<file path="config.mk">
export PLATFORM = sky130hd
export DESIGN_NAME = distance_to_spoken_clips
export DESIGN_NICKNAME = d
export VERILOG_FILES = /design/src/rtl/core/dtsc_pkg.sv /design/src/rtl/core/distance_to_spoken_clips.sv /design/src/rtl/core/dtsc_front.sv /design/src/rtl/core/dtsc_digit.sv /design/src/rtl/core/dtsc_emit.sv
export VERILOG_INCLUDE_DIRS = /design/src /design/src/rtl/core
export SDC_FILE = /design/constraint.sdc
export NUM_CORES = 1
export LEC_CHECK = 0
export BUFFER_PORTS_ARGS = -buffer_cell sky130_fd_sc_hd__buf_2
export CAP_MARGIN = 20
export CORE_ASPECT_RATIO = 1.2
export CORE_MARGIN = 3
export CORE_UTILIZATION = 30
export DETAILED_ROUTE_END_ITERATION = 16
export MAX_ROUTING_LAYER = met4
export PLACE_DENSITY_LB_ADDON = 0.15
export SYNTH_ARGS = -nofsm -noshare
export SYNTH_HDL_FRONTEND = slang
export SYNTH_SLANG_ARGS = --single-unit
</file>
<file path="constraint.sdc">
create_clock -name clk_i -period 11.97 [get_ports clk_i]
set_input_delay 0 -clock clk_i [delete_from_list [all_inputs] [get_ports clk_i]]
set_output_delay 0 -clock clk_i [all_outputs]
set_load 0.03 [all_outputs]
</file>
<file path="src/rtl/core/assert_macros.svh">
// Assertion helpers shared by the RTL files.
`ifndef ASSERT_MACROS_SVH
`define ASSERT_MACROS_SVH
`ifndef SYNTHESIS
// Property must hold at every rising clock edge outside reset.
`define ASSERT_AT(label, clk, rst_n, prop) \
  label: assert property (@(posedge clk) disable iff (!rst_n) prop) \
    else $error("assertion failed");
// Condition must never be seen at a rising clock edge outside reset.
`define ASSERT_NEVER_AT(label, clk, rst_n, cond) \
  `ASSERT_AT(label, clk, rst_n, !(cond))
`else
`define ASSERT_AT(label, clk, rst_n, prop)
`define ASSERT_NEVER_AT(label, clk, rst_n, cond)
`endif
`endif

</file>
<file path="src/rtl/core/dtsc_pkg.sv">
`timescale 1ns / 1ps
package dtsc_pkg;

  // Field widths.
  localparam int unsigned TimeW  = 24;
  localparam int unsigned LimW   = 12;
  localparam int unsigned ClipW  = 5;
  localparam int unsigned MaxClips = 7;
  localparam int unsigned CntW   = 3;
  localparam int unsigned IdxW   = 3;

  // Echo times at or above 2^SmallTimeW always give 4456 cm or more.
  localparam int unsigned SmallTimeW = 18;
  // 17 * t for a small time fits here.
  localparam int unsigned ProdW = SmallTimeW + 5;
  // Divide by 1000 as a shift by 3 and a reciprocal multiply for / 125.
  localparam int unsigned DivInW  = ProdW - 3;
  localparam int unsigned RecipW  = 21;
  localparam int unsigned RecipShift = 27;
  localparam logic [RecipW-1:0] RecipMul = 21'd1073742;
  localparam int unsigned MulW = DivInW + RecipW;
  // Quotient width: distances up to 4456 fit in 13 bits.
  localparam int unsigned QuotW = 13;

  localparam logic [LimW-1:0]  LimitReset   = 12'd400;
  localparam logic [QuotW-1:0] SpeakLimit   = 13'd4000;

  // Clip codes.
  localparam logic [ClipW-1:0] ClipZero     = 5'd0;
  localparam logic [ClipW-1:0] ClipTeenBase = 5'd10;
  localparam logic [ClipW-1:0] ClipTensBase = 5'd18;
  localparam logic [ClipW-1:0] ClipHundred  = 5'd28;
  localparam logic [ClipW-1:0] ClipThousand = 5'd29;
  localparam logic [ClipW-1:0] ClipCm       = 5'd30;
  localparam logic [ClipW-1:0] ClipError    = 5'd31;

  // Distance result leaving the front end.
  typedef struct packed {
    logic            valid;
    logic            err;
    logic [LimW-1:0] dist_cm;
  } front_t;

  // Clip list of one measurement.
  typedef struct packed {
    logic                           valid;
    logic [MaxClips-1:0][ClipW-1:0] clips;
    logic [CntW-1:0]                cnt;
  } clip_list_t;

endpackage

</file>
<file path="src/rtl/core/distance_to_spoken_clips.sv">
`timescale 1ns / 1ps
// Channel   Direction  Payload
// s_axis    in         tdata[23:0] echo_time_us
// m_axis    out        tdata[4:0] clip, tlast last_clip
// cfg       in         cfg_data_i[11:0] max_distance
//
// A measurement passes seven pipeline stages and then the serializer register
// before its first clip shows on the output.
// It then holds the output for one cycle per clip while m_axis_tready is high,
// 1 to 7 clips, paced by the clip serializer; the pipeline advances while the serializer loads.
// Reset clears all valid bits and sets max_distance to 400.
// An output stall freezes the whole pipeline; nothing is dropped or repeated.
module distance_to_spoken_clips
  import dtsc_pkg::*;
(
  input  logic             clk_i,
  input  logic             rst_ni,
  input  logic             s_axis_tvalid,
  output logic             s_axis_tready,
  input  logic [TimeW-1:0] s_axis_tdata,   // [23:0] echo_time_us
  output logic             m_axis_tvalid,
  input  logic             m_axis_tready,
  output logic [7:0]       m_axis_tdata,   // [4:0] clip, [7:5] zero
  output logic             m_axis_tlast,   // last_clip
  input  logic             cfg_valid_i,
  output logic             cfg_ready_o,
  input  logic [LimW-1:0]  cfg_data_i      // [11:0] max_distance
);

  logic [LimW-1:0] max_q;
  logic            en;
  front_t          front;
  clip_list_t      list;

  // Limit register; writes are always taken.
  assign cfg_ready_o = 1'b1;
  always_ff @(posedge clk_i or negedge rst_ni) begin
    if (!rst_ni) begin
      max_q <= LimitReset;
    end else if (cfg_valid_i) begin
      max_q <= cfg_data_i;
    end
  end

  assign s_axis_tready = en;

  dtsc_front u_front (
    .clk_i      (clk_i),
    .rst_ni     (rst_ni),
    .en_i       (en),
    .valid_i    (s_axis_tvalid),
    .time_i     (s_axis_tdata),
    .max_dist_i (max_q),
    .out_o      (front)
  );

  dtsc_digit u_digit (
    .clk_i  (clk_i),
    .rst_ni (rst_ni),
    .en_i   (en),
    .in_i   (front),
    .out_o  (list)
  );

  dtsc_emit u_emit (
    .clk_i         (clk_i),
    .rst_ni        (rst_ni),
    .list_i        (list),
    .load_o        (en),
    .m_axis_tvalid (m_axis_tvalid),
    .m_axis_tready (m_axis_tready),
    .m_axis_tdata  (m_axis_tdata),
    .m_axis_tlast  (m_axis_tlast)
  );

endmodule

</file>
<file path="src/rtl/core/dtsc_front.sv">
`timescale 1ns / 1ps
module dtsc_front
  import dtsc_pkg::*;
(
  input  logic             clk_i,
  input  logic             rst_ni,
  input  logic             en_i,
  input  logic             valid_i,
  input  logic [TimeW-1:0] time_i,
  input  logic [LimW-1:0]  max_dist_i,
  output front_t           out_o
);

  logic              v1_q, big1_q;
  logic [ProdW-1:0]  p1_q, p1_d;
  logic              v2_q, big2_q;
  logic [QuotW-1:0]  q2_q, q2_d;
  logic [MulW-1:0]   prod;
  logic              v3_q, err3_q, err3_d;
  logic [LimW-1:0]   dist3_q;

  // Stage 1: scale by 17 as t * 16 + t; flag times that are surely too far.
  assign p1_d = ProdW'({time_i[SmallTimeW-1:0], 4'b0000})
              + ProdW'(time_i[SmallTimeW-1:0]);

  // Stage 2: floor(p / 1000) = floor((p >> 3) / 125) by reciprocal multiply.
  assign prod = MulW'(p1_q[ProdW-1:3]) * MulW'(RecipMul);
  assign q2_d = prod[RecipShift +: QuotW];

  // Stage 3: compare against the programmed limit and the speakable limit.
  assign err3_d = big2_q || (q2_q >= QuotW'(max_dist_i)) || (q2_q >= SpeakLimit);

  // Valid bits.
  always_ff @(posedge clk_i or negedge rst_ni) begin
    if (!rst_ni) begin
      v1_q <= 1'b0;
      v2_q <= 1'b0;
      v3_q <= 1'b0;
    end else if (en_i) begin
      v1_q <= valid_i;
      v2_q <= v1_q;
      v3_q <= v2_q;
    end
  end

  // Payload registers.
  always_ff @(posedge clk_i) begin
    if (en_i) begin
      big1_q  <= |time_i[TimeW-1:SmallTimeW];
      p1_q    <= p1_d;
      big2_q  <= big1_q;
      q2_q    <= q2_d;
      err3_q  <= err3_d;
      dist3_q <= q2_q[LimW-1:0];
    end
  end

  assign out_o.valid   = v3_q;
  assign out_o.err     = err3_q;
  assign out_o.dist_cm = dist3_q;

endmodule

</file>
<file path="src/rtl/core/dtsc_digit.sv">
`timescale 1ns / 1ps
`include "assert_macros.svh"
module dtsc_digit
  import dtsc_pkg::*;
(
  input  logic       clk_i,
  input  logic       rst_ni,
  input  logic       en_i,
  input  front_t     in_i,
  output clip_list_t out_o
);

  // Stage A registers: thousands digit and remainder below 1000.
  logic       va_q, erra_q, zeroa_q;
  logic [1:0] tha_q, tha_d;
  logic [9:0] rema_q, rema_d;
  // Stage B registers: hundreds digit and remainder below 100.
  logic       vb_q, errb_q, zerob_q;
  logic [1:0] thb_q;
  logic [3:0] hub_q, hub_d;
  logic [6:0] remb_q, remb_d;
  // Stage C registers: tens and ones digits.
  logic       vc_q, errc_q, zeroc_q;
  logic [1:0] thc_q;
  logic [3:0] huc_q, tnc_q, tnc_d, onc_q, onc_d;
  // Stage D registers: finished clip list.
  logic                           vd_q;
  logic [MaxClips-1:0][ClipW-1:0] clips_q, clips_d;
  logic [CntW-1:0]                cnt_q, cnt_d;

  // Stage A: thousands by compare chain, then subtract.
  always_comb begin
    if (in_i.dist_cm >= 12'd3000) begin
      tha_d = 2'd3;
    end else if (in_i.dist_cm >= 12'd2000) begin
      tha_d = 2'd2;
    end else if (in_i.dist_cm >= 12'd1000) begin
      tha_d = 2'd1;
    end else begin
      tha_d = 2'd0;
    end
    rema_d = 10'(in_i.dist_cm - 12'(tha_d) * 12'd1000);
  end

  // Stage B: hundreds from independent compares.
  always_comb begin
    hub_d = 4'd0;
    for (int k = 1; k < 10; k++) begin
      if (rema_q >= 10'(k * 100)) begin
        hub_d = 4'(k);
      end
    end
    remb_d = 7'(rema_q - 10'(hub_d) * 10'd100);
  end

  // Stage C: tens from independent compares.
  always_comb begin
    tnc_d = 4'd0;
    for (int k = 1; k < 10; k++) begin
      if (remb_q >= 7'(k * 10)) begin
        tnc_d = 4'(k);
      end
    end
    onc_d = 4'(remb_q - 7'(tnc_d) * 7'd10);
  end

  // Stage D: put the words in speaking order.
  always_comb begin
    logic [IdxW-1:0] n;
    n       = '0;
    clips_d = '0;
    if (errc_q) begin
      clips_d[n] = ClipError;
      n          = n + 1'b1;
    end else if (zeroc_q) begin
      clips_d[0] = ClipZero;
      clips_d[1] = ClipCm;
      n          = 3'd2;
    end else begin
      if (thc_q != 2'd0) begin
        clips_d[n] = ClipW'(thc_q);
        n          = n + 1'b1;
        clips_d[n] = ClipThousand;
        n          = n + 1'b1;
      end
      if (huc_q != 4'd0) begin
        clips_d[n] = ClipW'(huc_q);
        n          = n + 1'b1;
        clips_d[n] = ClipHundred;
        n          = n + 1'b1;
      end
      if (tnc_q == 4'd1) begin
        clips_d[n] = ClipTeenBase + ClipW'(onc_q);
        n          = n + 1'b1;
      end else begin
        if (tnc_q != 4'd0) begin
          clips_d[n] = ClipTensBase + ClipW'(tnc_q);
          n          = n + 1'b1;
        end
        if (onc_q != 4'd0) begin
          clips_d[n] = ClipW'(onc_q);
          n          = n + 1'b1;
        end
      end
      clips_d[n] = ClipCm;
      n          = n + 1'b1;
    end
    cnt_d = n;
  end

  // Valid bits.
  always_ff @(posedge clk_i or negedge rst_ni) begin
    if (!rst_ni) begin
      va_q <= 1'b0;
      vb_q <= 1'b0;
      vc_q <= 1'b0;
      vd_q <= 1'b0;
    end else if (en_i) begin
      va_q <= in_i.valid;
      vb_q <= va_q;
      vc_q <= vb_q;
      vd_q <= vc_q;
    end
  end

  // Payload registers.
  always_ff @(posedge clk_i) begin
    if (en_i) begin
      erra_q  <= in_i.err;
      zeroa_q <= (in_i.dist_cm == '0);
      tha_q   <= tha_d;
      rema_q  <= rema_d;
      errb_q  <= erra_q;
      zerob_q <= zeroa_q;
      thb_q   <= tha_q;
      hub_q   <= hub_d;
      remb_q  <= remb_d;
      errc_q  <= errb_q;
      zeroc_q <= zerob_q;
      thc_q   <= thb_q;
      huc_q   <= hub_q;
      tnc_q   <= tnc_d;
      onc_q   <= onc_d;
      clips_q <= clips_d;
      cnt_q   <= cnt_d;
    end
  end

  assign out_o.valid = vd_q;
  assign out_o.clips = clips_q;
  assign out_o.cnt   = cnt_q;

  // A speakable distance never reaches 4000.
  `ASSERT_AT(a_dist_speakable, clk_i, rst_ni,
             (in_i.valid && !in_i.err) |-> (in_i.dist_cm < SpeakLimit[LimW-1:0]))

endmodule

</file>
<file path="src/rtl/core/dtsc_emit.sv">
`timescale 1ns / 1ps
`include "assert_macros.svh"
module dtsc_emit
  import dtsc_pkg::*;
(
  input  logic       clk_i,
  input  logic       rst_ni,
  input  clip_list_t list_i,
  output logic       load_o,
  output logic       m_axis_tvalid,
  input  logic       m_axis_tready,
  output logic [7:0] m_axis_tdata,  // [4:0] clip, [7:5] zero
  output logic       m_axis_tlast   // last_clip
);

  logic                           busy_q;
  logic [MaxClips-1:0][ClipW-1:0] clips_q;
  logic [CntW-1:0]                cnt_q;
  logic [IdxW-1:0]                idx_q;
  logic                           last, take;

  // Handshake on the output and end of the current list.
  assign last   = (idx_q == cnt_q - 1'b1);
  assign take   = busy_q && m_axis_tready;
  assign load_o = !busy_q || (take && last);

  // Control: busy flag and clip index.
  always_ff @(posedge clk_i or negedge rst_ni) begin
    if (!rst_ni) begin
      busy_q <= 1'b0;
      idx_q  <= '0;
    end else if (load_o) begin
      busy_q <= list_i.valid;
      idx_q  <= '0;
    end else if (take) begin
      idx_q <= idx_q + 1'b1;
    end
  end

  // The held clip list.
  always_ff @(posedge clk_i) begin
    if (load_o) begin
      clips_q <= list_i.clips;
      cnt_q   <= list_i.cnt;
    end
  end

  assign m_axis_tvalid = busy_q;
  assign m_axis_tdata  = {3'b000, clips_q[idx_q]};
  assign m_axis_tlast  = last;

  `ASSERT_AT(a_idx_in_range, clk_i, rst_ni, busy_q |-> (idx_q < cnt_q))
  `ASSERT_NEVER_AT(a_cnt_nonzero, clk_i, rst_ni, busy_q && (cnt_q == '0))
  `ASSERT_AT(a_idx_advances, clk_i, rst_ni,
             (take && !last) |=> (busy_q && (idx_q == $past(idx_q) + 1'b1)))

endmodule
</file>
* Word level (Yosys, flattened, before mapping)
Cells that the tools add are included.
Widths: inputs -> output; s select.
** Storage, ports and cells
- Memory bits (read-only) :: 0
- Memories kept :: 0
- Output and inout port bits :: 12
- Register bits :: 195
- RAM bits :: 0
- Bits in latches :: 0
- Input bits :: 41
** Cells by class
- Order comparisons :: 34
- Equal/unequal tests :: 2
- $add $sub $neg :: 13
- Bitwise operators :: 6
- Divide/modulo/power cells :: 0
- Multipliers :: 4
- Reduce and logical (&&, ||, !) cells :: 19
- Multiplexer cells :: 69
- Shift-type cells :: 0
** Operators with widths (count)
- $mux 35 :: 11
- $bwmux 35 :: 4
- $demux 5 s3 :: 5
- $mux 3 :: 23
- $ge 10x10->1 const B :: 4
- $mux 10 :: 4
- $mul 20x20->39 const B :: 1
- $ge 10x9->1 const B :: 3
- $mux 5 :: 6
- $or 28x28->28 :: 1
- $lt 3x4->1 const B :: 6
- $add 22x18->23 :: 1
- $ge 7x6->1 const B :: 3
- $ge 7x7->1 const B :: 3
- $or 21x21->21 :: 1
- $add 3x1->3 const B :: 6
- $mux 2 :: 8
- $mux 4 :: 4
- $bmux 5 s3 :: 1
- $ge 3x1->1 const B :: 5
- $and 14x14->14 :: 1
- $ge 7x5->1 const B :: 2
- $not 14->14 :: 1
- $ge 13x12->1 :: 1
- 29 further kinds :: 42

* Depth between registers and ports, before layout
- Word-level depth :: 26
- Mapped depth :: 20
- Depth with buffers taken out :: 20

* Cells and area by module
A second synthesis with hierarchy kept.
** Unflattened totals
- Cells, all modules :: 1369
- Area, all modules :: 15287.2 sq um
** By module, submodules not included
- dtsc_front :: cells an instance 798, area each 8140.3 sq um, times used 1, seq. area each 1516.5 sq um
- dtsc_digit :: cells an instance 440, area each 4885.9 sq um, times used 1, seq. area each 2592.5 sq um
- dtsc_emit :: cells an instance 104, area each 1761.7 sq um, times used 1, seq. area each 1241.2 sq um
- distance_to_spoken_clips :: cells an instance 27, area each 499.2 sq um, times used 1, seq. area each 304.0 sq um

* Worst setup path after synthesis
OpenSTA, ideal clock, no wires.
- Path type :: reg2reg
- From :: register u_emit.cnt_q[0]
- To :: register u_digit.cnt_q[0] (enable)
- Clock period less this slack :: 6.193 ns
- Arrival :: 5.662 ns
- Cell stages (with the launch flop) :: 7
- Setup slack :: 5.777 ns
- Path buffers :: 0
- Required time :: 11.439 ns
- Cell sequence :: edfxtp_1 -> inv_1 -> ha_1 -> xnor2_1 -> nor3_1 -> a21boi_1 -> inv_1
** On the way
- Word-level cells in the longest chain between the ends :: 4
** RTL lines
- start, declared :: RTL line dtsc_emit.sv:18 : logic [CntW-1:0] cnt_q;
- start signal, assigned :: RTL line dtsc_emit.sv:44 : cnt_q <= list_i.cnt;
- $sub 3x1->3 :: RTL line dtsc_emit.sv:23 : assign last = (idx_q == cnt_q - 1'b1);
- $eq 3x3->1 :: RTL line dtsc_emit.sv:23
- via m_axis_tlast :: RTL line distance_to_spoken_clips.sv:24 : output logic m_axis_tlast,
- $logic_and 1x1->1 :: RTL line dtsc_emit.sv:25 : assign load_o = !busy_q || (take && last);
- $logic_or 1x1->1 :: RTL line dtsc_emit.sv:25
- via s_axis_tready :: RTL line distance_to_spoken_clips.sv:19 : output logic s_axis_tready,
- end signal, assigned :: RTL line dtsc_digit.sv:145 : cnt_q <= cnt_d;
- end, declared :: RTL line dtsc_digit.sv:29 : logic [CntW-1:0] cnt_q, cnt_d;
The timed path passes the listed nets, and every way through them passes these cells.
A chain may end at the register's enable or synchronous reset.

* Worst setup path in the final report
- From :: register u_front.p1_q[7]
- To :: register u_front.q2_q[1] (data pin)
** On the way
- Word-level cells in the longest chain between the ends :: 1
** RTL lines
- start, declared :: RTL line dtsc_front.sv:15 : logic [ProdW-1:0] p1_q, p1_d;
- start signal, assigned :: RTL line dtsc_front.sv:50 : p1_q <= p1_d;
- $mul 20x20->39 :: RTL line dtsc_front.sv:27 : assign prod = MulW'(p1_q[ProdW-1:3]) * MulW'(RecipMul);
- via u_front.prod[28] :: RTL line dtsc_front.sv:18 : logic [MulW-1:0] prod;
- end signal, assigned :: RTL line dtsc_front.sv:52 : q2_q <= q2_d;
- end, declared :: RTL line dtsc_front.sv:17 : logic [QuotW-1:0] q2_q, q2_d;
The timed path passes the listed nets, and every way through them passes these cells.

==> metrics.md <==
| Metric | Value |
|---|---|
| Required time of the critical path | 12.16 ns |
| Drt total wl | around 33 mm |
| Final Setup Violations | 0 |
| WHS | 0.0348 ns |
| Routed len/inst | 16.2 um |
| Vias/cell | approximately 4.6 |
| Crit-path most repeated cell | fa_1 |
| FF-to-FF End | u_front.q2_q[1] |
| Clk slew on worst S/H paths | 0.08 ns |
| Max-Cap Viols | 0 |
| Core area | 48100 um^2 |
| Predominant post-synthesis flop cell | edfxtp_1 |
| Crit path cell chain | ha_1 > ha_1 > fa_1 > fa_1 > fa_1 > fa_1 > inv_1 > fa_1 > inv_1 > ha_1 > a21o_1 > a21o_1 > a31oi_1 > a21oi_2 > or2_1 > a21o_1 > a2111oi_0 > a311oi_1 |
| Post-Synth Simple-Gate Area | 0.0762 |
| Syn Inst Count | 1299 |
| Worst hold endpoint | u_front.p1_q[6] |
| H-tree depth | 4 |
| CTS max path bufs | 2 |
| Crit. End Element | flip-flop |
| Initial antenna violation count | 0 |
| Setup Crit Path Kind | flip-flop to flip-flop |
| FFs w/ async S/R, synth | 0.120 |
| Post-DP HPWL | 26.9 mm |
| TritonRoute pass-1 iters | 5 |
| Cts bufs inserted | 17 |
| # diodes | 0 |
| Sink Count | 192 |
| YS warnings | 0 |
| Routed vias | 9325 |
| Vias in the first global route | 9895 |
| Post-synth top area cell | edfxtp_1 |
| Largest net degree at the start of global routing | between 90 and 100 |
| CTS tree | built |
| Worst slack, placed | about 5.9 ns |
| R2r worst-path depth | 18 |
| Critical path arrival | 6.20 ns |
| Slew headroom | 0.363 |
| Clk Latency, worst-skew pair | approximately 0.45 ns |
| Status | complete, no violations |
| Total setup buffers inserted after CTS | 0 |
| FF-to-FF setup slack | 5.96 ns |
| Total grt overflow | 0 |
| Final worst slack | 5.96 ns |
| Synth top area share | 0.347 |
| Post_cts resized | 0 |
| Final instance area | 16600 um^2 |
| Proportion of layout cells with a drive suffix above 1 | 0.0873 |
| Layout area overhead | 13.1% |
| # hold bufs at CTS | 43 |
| FF-to-FF Start | u_front.p1_q[7] |
| Starting Density | 0.304 |
| Top post-synthesis cells by area | edfxtp_1 (35%), ha_1 (19%), fa_1 (12%) |
| Final hold vios | 0 |
| Main combinational cell family by area after synthesis | adder cells |
| RSZ-0062 raised after global routing | false |
| Register area | 5650 um^2 |
| 1st-iter DRT viols | 460 |
| Final clock skew | 0.0151 ns |
| Tcrit/Tclk final | 0.502 |
| Netlist cell types | 74 |
| Residual DRC count | 0 |
| Post-Syn Area | 14600 um^2 |
| Detail Route Antenna Nets | 0 |
| Slew Limit Fails | 0 |
| Die X | 208 um |
| Xor and xnor area share after synthesis | 0.0275 |
| Hold Path Origin | s_axis_tdata[2] |
| Multi-input gate area | 7970 um^2 |
| Port-buffer cells | 48 |
| Chip height | 248 um |
| Critical path fanouts, max | 6 |
| Commonest cells in the netlist | inv_1 (236), ha_1 (218), edfxtp_1 (169), fa_1 (90), nor2_1 (64) |
| Ports | 53 |
| TNS Setup | 0 ns |
| Mapped Avg Cell Area | about 11 um^2 |
| Worst Path Buf+Inv | 2 |
| Placed cell area | roughly 16000 um^2 |
| Worst min path class | input pin to flip-flop |
| # fillers | 4838 |
| Seq/Total Area, Yosys | 0.386 |
| Crit path max-delay family | adder cells |
| RePlAce Congestion | just under 0.9 |
| Total GRT Usage | 0.136 |
| Post-synthesis adder-cell area fraction | 0.309 |
| Row count | 88 |
| Root Buffer | clkbuf_16 |
| Number of flops mapped to enable cells by yosys | 169 |
| Max Fclk | 166 MHz |
| WHS Path Cells | 3 |
| Flip-flop and latch count after synthesis | roughly 190 |
| CP max-delay cell | edfxtp_1 |
| Fin crit period | 6.01 ns |
| Die area | 51500 um^2 |
| Synth Area in Compound Gates | 0.107 |
| First-pass GRT wire length | 53.2 mm |
| Nets | 1735 |
| Crit path largest cell delay | approximately 0.56 ns |
| Worst-margin pin slew | 0.953 ns |
| Startpoint Class | flip-flop |
| Mux share of post-synthesis cell area | 0.0231 |
| Top-count cell post-synth | inv_1 |
## routing by layer
layer | routed length (um) | vias to the layer above | GRT usage
met3 | 567 | 43 | 0.0172
met5 | 0 | - | -
met1 | 14000 | 4478 | 0.155
met4 | 944 | 0 | 0.0532
li1 | - | 4691 | -
met2 | 17300 | 113 | 0.243
## cell type report
| class | count | share of cell area |
|---|---|---|
| flip-flops and latches | 192 | 0.341 |
| multi-input cells | 843 | 0.481 |
| inverters | 238 | 0.0543 |
| clock buffers | 17 | 0.0257 |
| clock inverters | 13 | 0.00778 |
| well taps | 630 | 0.0476 |
| repair buffers | 94 | 0.0419 |
## layout by cell type (no fill, tap or decap), types with 16 or more instances in the layout
cell type / n
nand3_1: 16
dlygate4sd3_1: 43
ha_1: 218
a21o_1: 27
buf_2: 48
a21oi_1: 58
fa_1: 90
edfxtp_1: 169
xnor2_1: 34
o21ai_0: 47
a31oi_1: 17
clkbuf_16: 17
inv_1: 235
dfrtp_1: 20
nand2_1: 52
nor2_1: 64
## state kept, by name, summed over array words and instances (netlist names), 7 cells and up
name             count
u_front.p1_q        20
u_front.dist3_q     12
u_front.q2_q        13
u_digit.remb_q       7
u_digit.out_o       35
u_digit.rema_q      10
max_q               12
u_emit.clips_q      35
## worst max-delay path by stage
stage	from	end	depth (start not counted)
2_1_floorplan	u_emit.cnt_q[0]	u_digit.cnt_q[0]	6
3_3_place_gp	u_front.p1_q[7]	u_front.q2_q[1]	18
3_5_place_dp	u_front.p1_q[7]	u_front.q2_q[1]	18
4_1_cts	u_front.p1_q[7]	u_front.q2_q[1]	18
5_1_grt	u_front.p1_q[7]	u_front.q2_q[1]	18
6_report	u_front.p1_q[7]	u_front.q2_q[1]	18
## cells by family after synthesis
group                      after synthesis
adders and majority gates              308
buffers and inverters                  266
AOI/OAI and AO/OA                      237
and+or+nand+nor                        224
DFF                                    192
xor gates and xnor gates                46
muxes                                   24
other                                    2
## worst reg2reg max path, delay by kind of cell (launching register included)
family	cells	cell delay, ns
adder cells (fa/ha/maj)	8	3.41
AO/OA/AOI/OAI	7	1.42
flip-flops	1	0.56
AND/OR/NAND/NOR	1	0.26
buffers and inverters	2	0.09
## stage by stage
stage	util	cells
floorplan	-	1301
global placement	0.324	1954
detailed placement	0.324	1954
CTS	0.344	2027
global route	0.344	2027
finish	0.344	2027
Power is left out: the tool's default activity adds up to more than one toggle a clock period on the data nets, which glitch-free logic cannot reach.
